==> config.mk <==
export PLATFORM = sky130hd
export DESIGN_NAME = psc_coef_regs
export DESIGN_NICKNAME = d
export VERILOG_FILES = /design/src/design/psc_pkg.sv /design/src/design/psc_coef_regs.sv
export SDC_FILE = /design/constraint.sdc
export NUM_CORES = 1
export LEC_CHECK = 0
export BUFFER_PORTS_ARGS = -buffer_cell sky130_fd_sc_hd__buf_2
export CAP_MARGIN = 20
export CORE_MARGIN = 2
export CORE_UTILIZATION = 50
export DETAILED_ROUTE_END_ITERATION = 8
export PLACE_DENSITY = 0.8
export SLEW_MARGIN = 20
export SYNTH_ARGS = -nofsm -noshare
export SYNTH_HDL_FRONTEND = slang
export SYNTH_SLANG_ARGS = --single-unit
==> constraint.sdc <==
create_clock -name clk -period 1.2 [get_ports clk]
set_clock_uncertainty 0.1 [all_clocks]
set_input_delay 0.06 -clock clk [delete_from_list [all_inputs] [get_ports clk]]
set_output_delay 0.06 -clock clk [all_outputs]
set_load 0.02 [all_outputs]
==> src/design/psc_pkg.sv <==
// ---------------------------------------------------------------------------
// psc_pkg
// Shared types and constants of the pressure sensor compensation block:
// field widths, calibration coefficient set and register indexes.
// ---------------------------------------------------------------------------
`default_nettype none

package psc_pkg;

	// port field widths
	localparam int RAW_W   = 24;
	localparam int COEF_W  = 16;
	localparam int PRES_W  = 22;
	localparam int TEMP_W  = 19;
	localparam int CFG_A_W = 3;

	// internal arithmetic widths
	localparam int DT_W     = RAW_W + 1;         // signed difference D2 - C5*256
	localparam int PROD_W   = DT_W + COEF_W;     // dT times a coefficient
	localparam int OFF_W    = 35;                // offset term
	localparam int SENS_W   = 34;                // sensitivity term
	localparam int PROD_P_W = RAW_W + 1 + SENS_W; // D1 times sensitivity

	// temperature base in 0.01 degC
	localparam logic signed [TEMP_W:0] TEMP_BASE = (TEMP_W + 1)'(2000);

	// calibration coefficient register indexes
	typedef enum logic [CFG_A_W-1:0] {
		REG_SENS_BASE      = 3'd0,
		REG_OFFSET_BASE    = 3'd1,
		REG_SENS_TEMPCO    = 3'd2,
		REG_OFFSET_TEMPCO  = 3'd3,
		REG_REF_TEMP       = 3'd4,
		REG_TEMP_SLOPE     = 3'd5
	} cfg_reg_t;

	// calibration coefficient set
	typedef struct packed {
		logic [COEF_W-1:0] sens_base;     // C1
		logic [COEF_W-1:0] offset_base;   // C2
		logic [COEF_W-1:0] sens_tempco;   // C3
		logic [COEF_W-1:0] offset_tempco; // C4
		logic [COEF_W-1:0] ref_temp;      // C5
		logic [COEF_W-1:0] temp_slope;    // C6
	} coef_t;

endpackage

`default_nettype wire

==> src/design/psc_coef_regs.sv <==
// ---------------------------------------------------------------------------
// psc_coef_regs
// Calibration coefficient register file, written through a valid/ready
// channel; writes to unknown indexes are dropped.
// ---------------------------------------------------------------------------
`default_nettype none

module psc_coef_regs (
	input  wire logic                         clk,
	input  wire logic                         arst_n,
	input  wire logic                         cfg_valid,
	output logic                              cfg_ready,
	input  wire logic [psc_pkg::CFG_A_W-1:0]  cfg_index,
	input  wire logic [psc_pkg::COEF_W-1:0]   cfg_data,
	output psc_pkg::coef_t                    coef
);
	import psc_pkg::*;

	coef_t coef_q;

	// the register file takes a transfer in every cycle
	assign cfg_ready = 1'b1;

	// coefficient registers
	always_ff @(posedge clk or negedge arst_n) begin
		if (!arst_n) begin
			coef_q <= '0;
		end else if (cfg_valid) begin
			case (cfg_reg_t'(cfg_index))
				REG_SENS_BASE:     coef_q.sens_base     <= cfg_data;
				REG_OFFSET_BASE:   coef_q.offset_base   <= cfg_data;
				REG_SENS_TEMPCO:   coef_q.sens_tempco   <= cfg_data;
				REG_OFFSET_TEMPCO: coef_q.offset_tempco <= cfg_data;
				REG_REF_TEMP:      coef_q.ref_temp      <= cfg_data;
				REG_TEMP_SLOPE:    coef_q.temp_slope    <= cfg_data;
				default:           coef_q <= coef_q;
			endcase
		end
	end

	assign coef = coef_q;

endmodule

`default_nettype wire

# [After elaboration in Yosys (flattened, before gate mapping)]
# Cells that the tools add are included.
# Widths: inputs -> output; s select.
[word_totals] reg_bits=96 in_bits=22 output_inout_bits=97 word_cells=18
[op_classes] eq_ne=5 n_reduce_logical=7
[ops] op="$reduce_and 2->1" n=6
[ops] op="$eq 3x2->1 const B" n=2
[ops] op="$eq 3x3->1 const B" n=2
[ops] op="$eq 3x1->1 const B" n=1
[ops] op="$logic_not 3->1" n=1

# [Depth between registers and ports, before layout]
[depth] depth_word=2 ltp_mapped=5 ltp_nobuf=2

# [Least setup slack after synthesis]
# Ideal clock, no wire load.
[synth_timing] path_kind="input port to flip-flop" startpoint="input cfg_index[0] (netlist bit)" endpoint="register coef_q, in the netlist coef[80]" setup_time_ns=0.125 arrival_time_ns=1.123 t_required_ns=0.975 path_slack_ns=-0.148 stages=4 n_path_buf=2 cell_sequence="buf_6 nor4b_4 buf_6 mux2_2"
[synth_between] elab_chain_cells=2
[synth_rtl] item="from (decl)" line_no="psc_coef_regs.sv:13" rtl="input wire logic [psc_pkg::CFG_A_W-1:0] cfg_index,"
[synth_rtl] item="$logic_not 3->1" line_no="psc_coef_regs.sv:29" rtl="case (cfg_reg_t'(cfg_index))"
[synth_rtl] item="$reduce_and 2->1 (no line)"
[synth_rtl] item="to (signal assigned)" line_no="psc_coef_regs.sv:36" rtl="default: coef_q <= coef_q;"
[synth_rtl] item="to (decl)" line_no="psc_coef_regs.sv:19" rtl="coef_t coef_q;"
# Every way passes these cells.
# A chain may end at the register's enable or synchronous reset.

# [Final worst setup path]
[layout_timing] startpoint="register coef_q, in the netlist coef[73]" endpoint="output coef[73] (netlist bit)"
[layout_rtl] item="to (decl)" line_no="psc_coef_regs.sv:15" rtl="output psc_pkg::coef_t coef"
# No word-level cell between the ends.

==> impl_metrics.env <==
export IMPL_grtUsageMet1_pct=29.9
export IMPL_overflow=0
export IMPL_powerDensity_nw_per_um2=1880
export IMPL_timing_final_crit_share_pct=90.1
export IMPL_drv_cap=0
export IMPL_final_max_slew_viol_count=0
export IMPL_layout_common_cells="buf_2 (116), dfrtp_1 (96), mux2_2 (76), mux2_4 (19), dlygate4sd3_1 (17)"
export IMPL_top_usage_layer="met2"
export IMPL_routed_wl_um=8100
export IMPL_synthSimpleGateAreaFrac_pct=2.48
export IMPL_gp_congestion=0.733
export IMPL_crit_required_ns=1.04
export IMPL_yosysSeqAreaShare_pct=65.1
export IMPL_largest_reg_flops=96
export IMPL_arrival_ns=0.92
export IMPL_gr_usage_met2_pct=33.0
export IMPL_fillCellCount=513
export IMPL_insertion_delay_ns=0.35
export IMPL_leakage_nw=2.43
export IMPL_critPathMaxFanout=2
export IMPL_io_buffers=117
export IMPL_rsz0062_at_grt="no"
export IMPL_synthesis_nets=232
export IMPL_syn_area_sq_um=3690
export IMPL_reg2reg_to="coef[60]$_DFFE_PN0P_"
export IMPL_hold_violations=0
export IMPL_die_h_um=89.9
export IMPL_syn_avg_cell_area_sq_um=17.6
export IMPL_r2r_start="coef[60]$_DFFE_PN0P_"
export IMPL_place_hpwl_um=5840
export IMPL_ir_drop_uv=1110
export IMPL_slowest_delay_ns=0.40
export IMPL_critPathSlowestCell="dfrtp_1"
export IMPL_start_util_pct=51.1
export IMPL_wl_per_cell_um=17.5
export IMPL_drc=0
export IMPL_ctsResizeCount=0
export IMPL_syn2layout_area_growth_pct=35.4
export IMPL_muxShareOfSynthArea_pct=29.3
export IMPL_setup_viol=0
export IMPL_grt_pass1_vias=2481
export IMPL_power_mw=9.39
export IMPL_seq_power_share_pct=46.1
export IMPL_tns_ns=0
export IMPL_r2r_cells=1
export IMPL_power_frac_comb_pct=29.5
export IMPL_core_area_sq_um=7210
export IMPL_grt_usage_pct=21.2
export IMPL_r2r_slack_ns=0.30
export IMPL_timing_fmax_ghz=0.925
export IMPL_synth_fa_ha_area_share_pct=0
export IMPL_cp_top_family="flip-flops"
export IMPL_start_kind="flip-flop"
export IMPL_vias_per_cell=5.06
export IMPL_cts_buffer_depth=2
export IMPL_hp_class="in2async"
export IMPL_pwr_share_clk_pct=24.4
export IMPL_final_common_cell="buf_2"
export IMPL_cts_buffers_inserted=9
export IMPL_nets=382
export IMPL_vias=2344
export IMPL_root_buffer="clkbuf_8"
export IMPL_cts_tree="yes"
export IMPL_num_rows=31
export IMPL_placed_area_sq_um=4610
export IMPL_path_class="reg2out"
export IMPL_intPower_mw=6.37
export IMPL_clkTransAtPathRegs_ns=0.09
export IMPL_grt_max_degree=36
export IMPL_crit_chain="buf_2"
export IMPL_synth_xor_area_share_pct=0
export IMPL_ant_nets=0
export IMPL_die_area_sq_um=8080
export IMPL_min_period_ns=1.08
export IMPL_whs_ns=0.0142
export IMPL_firstDrtPassIters=4
export IMPL_drive_gt1_share_pct=68.1
export IMPL_antenna_found_initial=0
export IMPL_netSwitchingPower_mw=3.02
export IMPL_netlist_instances=210
export IMPL_synth_compound_area_share_pct=0
export IMPL_h_tree_depth=3
export IMPL_met3_usage_pct=5.53
export IMPL_utilization_pct=69.3
export IMPL_io_pin_count=119
export IMPL_cts_sinks=96
export IMPL_critical_path_buf_inv_count=1
export IMPL_synth_top_family_by_area="multiplexers"
export IMPL_yosys_warnings=0
export IMPL_die_w_um=89.9
export IMPL_cp_end_kind="primary output"
export IMPL_fin_area_sq_um=5000
export IMPL_swShare_pct=32.2
export IMPL_synth_seq_cells=96
export IMPL_antenna_cells=0
export IMPL_grt_pass1_wl_um=13500
export IMPL_drt_iter0_drc=65
export IMPL_status="completed"
export IMPL_ys_types=12
## what timing repair did
action,4_1_cts,5_1_grt
buffers inserted,0,0
endpoints found under the hold margin,192,0
endpoints found under the setup margin,0,0
hold buffers,17,0
## routing by layer
layer	wire, um	part of all wire, %
met5	0	0
met4	80	0.99
met3	524	6.5
met2	3730	46
met1	3770	47
## area by class of cell
type,count,area [sq um],area share (%)
flip-flops and latches,96,2400,48.1
repair buffers,150,1000,20.1
multi-input cells,103,1250,25.0
well taps,99,124,2.48
clock buffers,10,138,2.75
clock inverters,5,81.3,1.63
## worst max path at each step
| stage | slack (ns) | startpoint | cells after the start | endpoint |
|---|---|---|---|---|
| after global placement | -0.12 | cfg_index[1] | 4 | coef[16]$_DFFE_PN0P_ |
| after floorplan | -0.14 | cfg_index[0] | 4 | coef[80]$_DFFE_PN0P_ |
| after CTS | 0.10 | coef[35]$_DFFE_PN0P_ | 1 | coef[35] |
| after global routing | 0.08 | coef[52]$_DFFE_PN0P_ | 1 | coef[52] |
| after detailed placement | -0.14 | cfg_index[1] | 4 | coef[16]$_DFFE_PN0P_ |
| final | 0.12 | coef[73]$_DFFE_PN0P_ | 1 | coef[73] |
## power by group through the flow
stage	logic, mW	clock network (mW)	registers (mW)
after floorplan	0.774	0	5.25
after global placement	2.69	0	4.35
after detailed placement	2.75	0	4.39
after CTS	2.80	2.34	4.33
after global routing	2.93	2.47	4.42
final	2.77	2.29	4.33
## Yosys cell counts (all sizes together)
cell type,instances,area share [%]
conb,1,0.10
mux2,96,29
buf,11,3.0
nor4b,1,0.64
dfrtp,96,65
nand4b,2,0.81
and4bb,3,1.0
## stage by stage
step,std cells,worst slack [ns]
floorplan,210,-0.145
CTS,463,0.101
global placement,431,-0.117
detailed placement,431,-0.136
global route,463,0.0760
finish,463,0.119
## kinds of logic (layout without fill, tap and decap cells)
logic type,count (synthesis),count (layout)
buf+inv,11,165
flops,96,96
mux,96,96
other cells,1,1
simple gates,6,6
(Power assumes the default switching activity.)
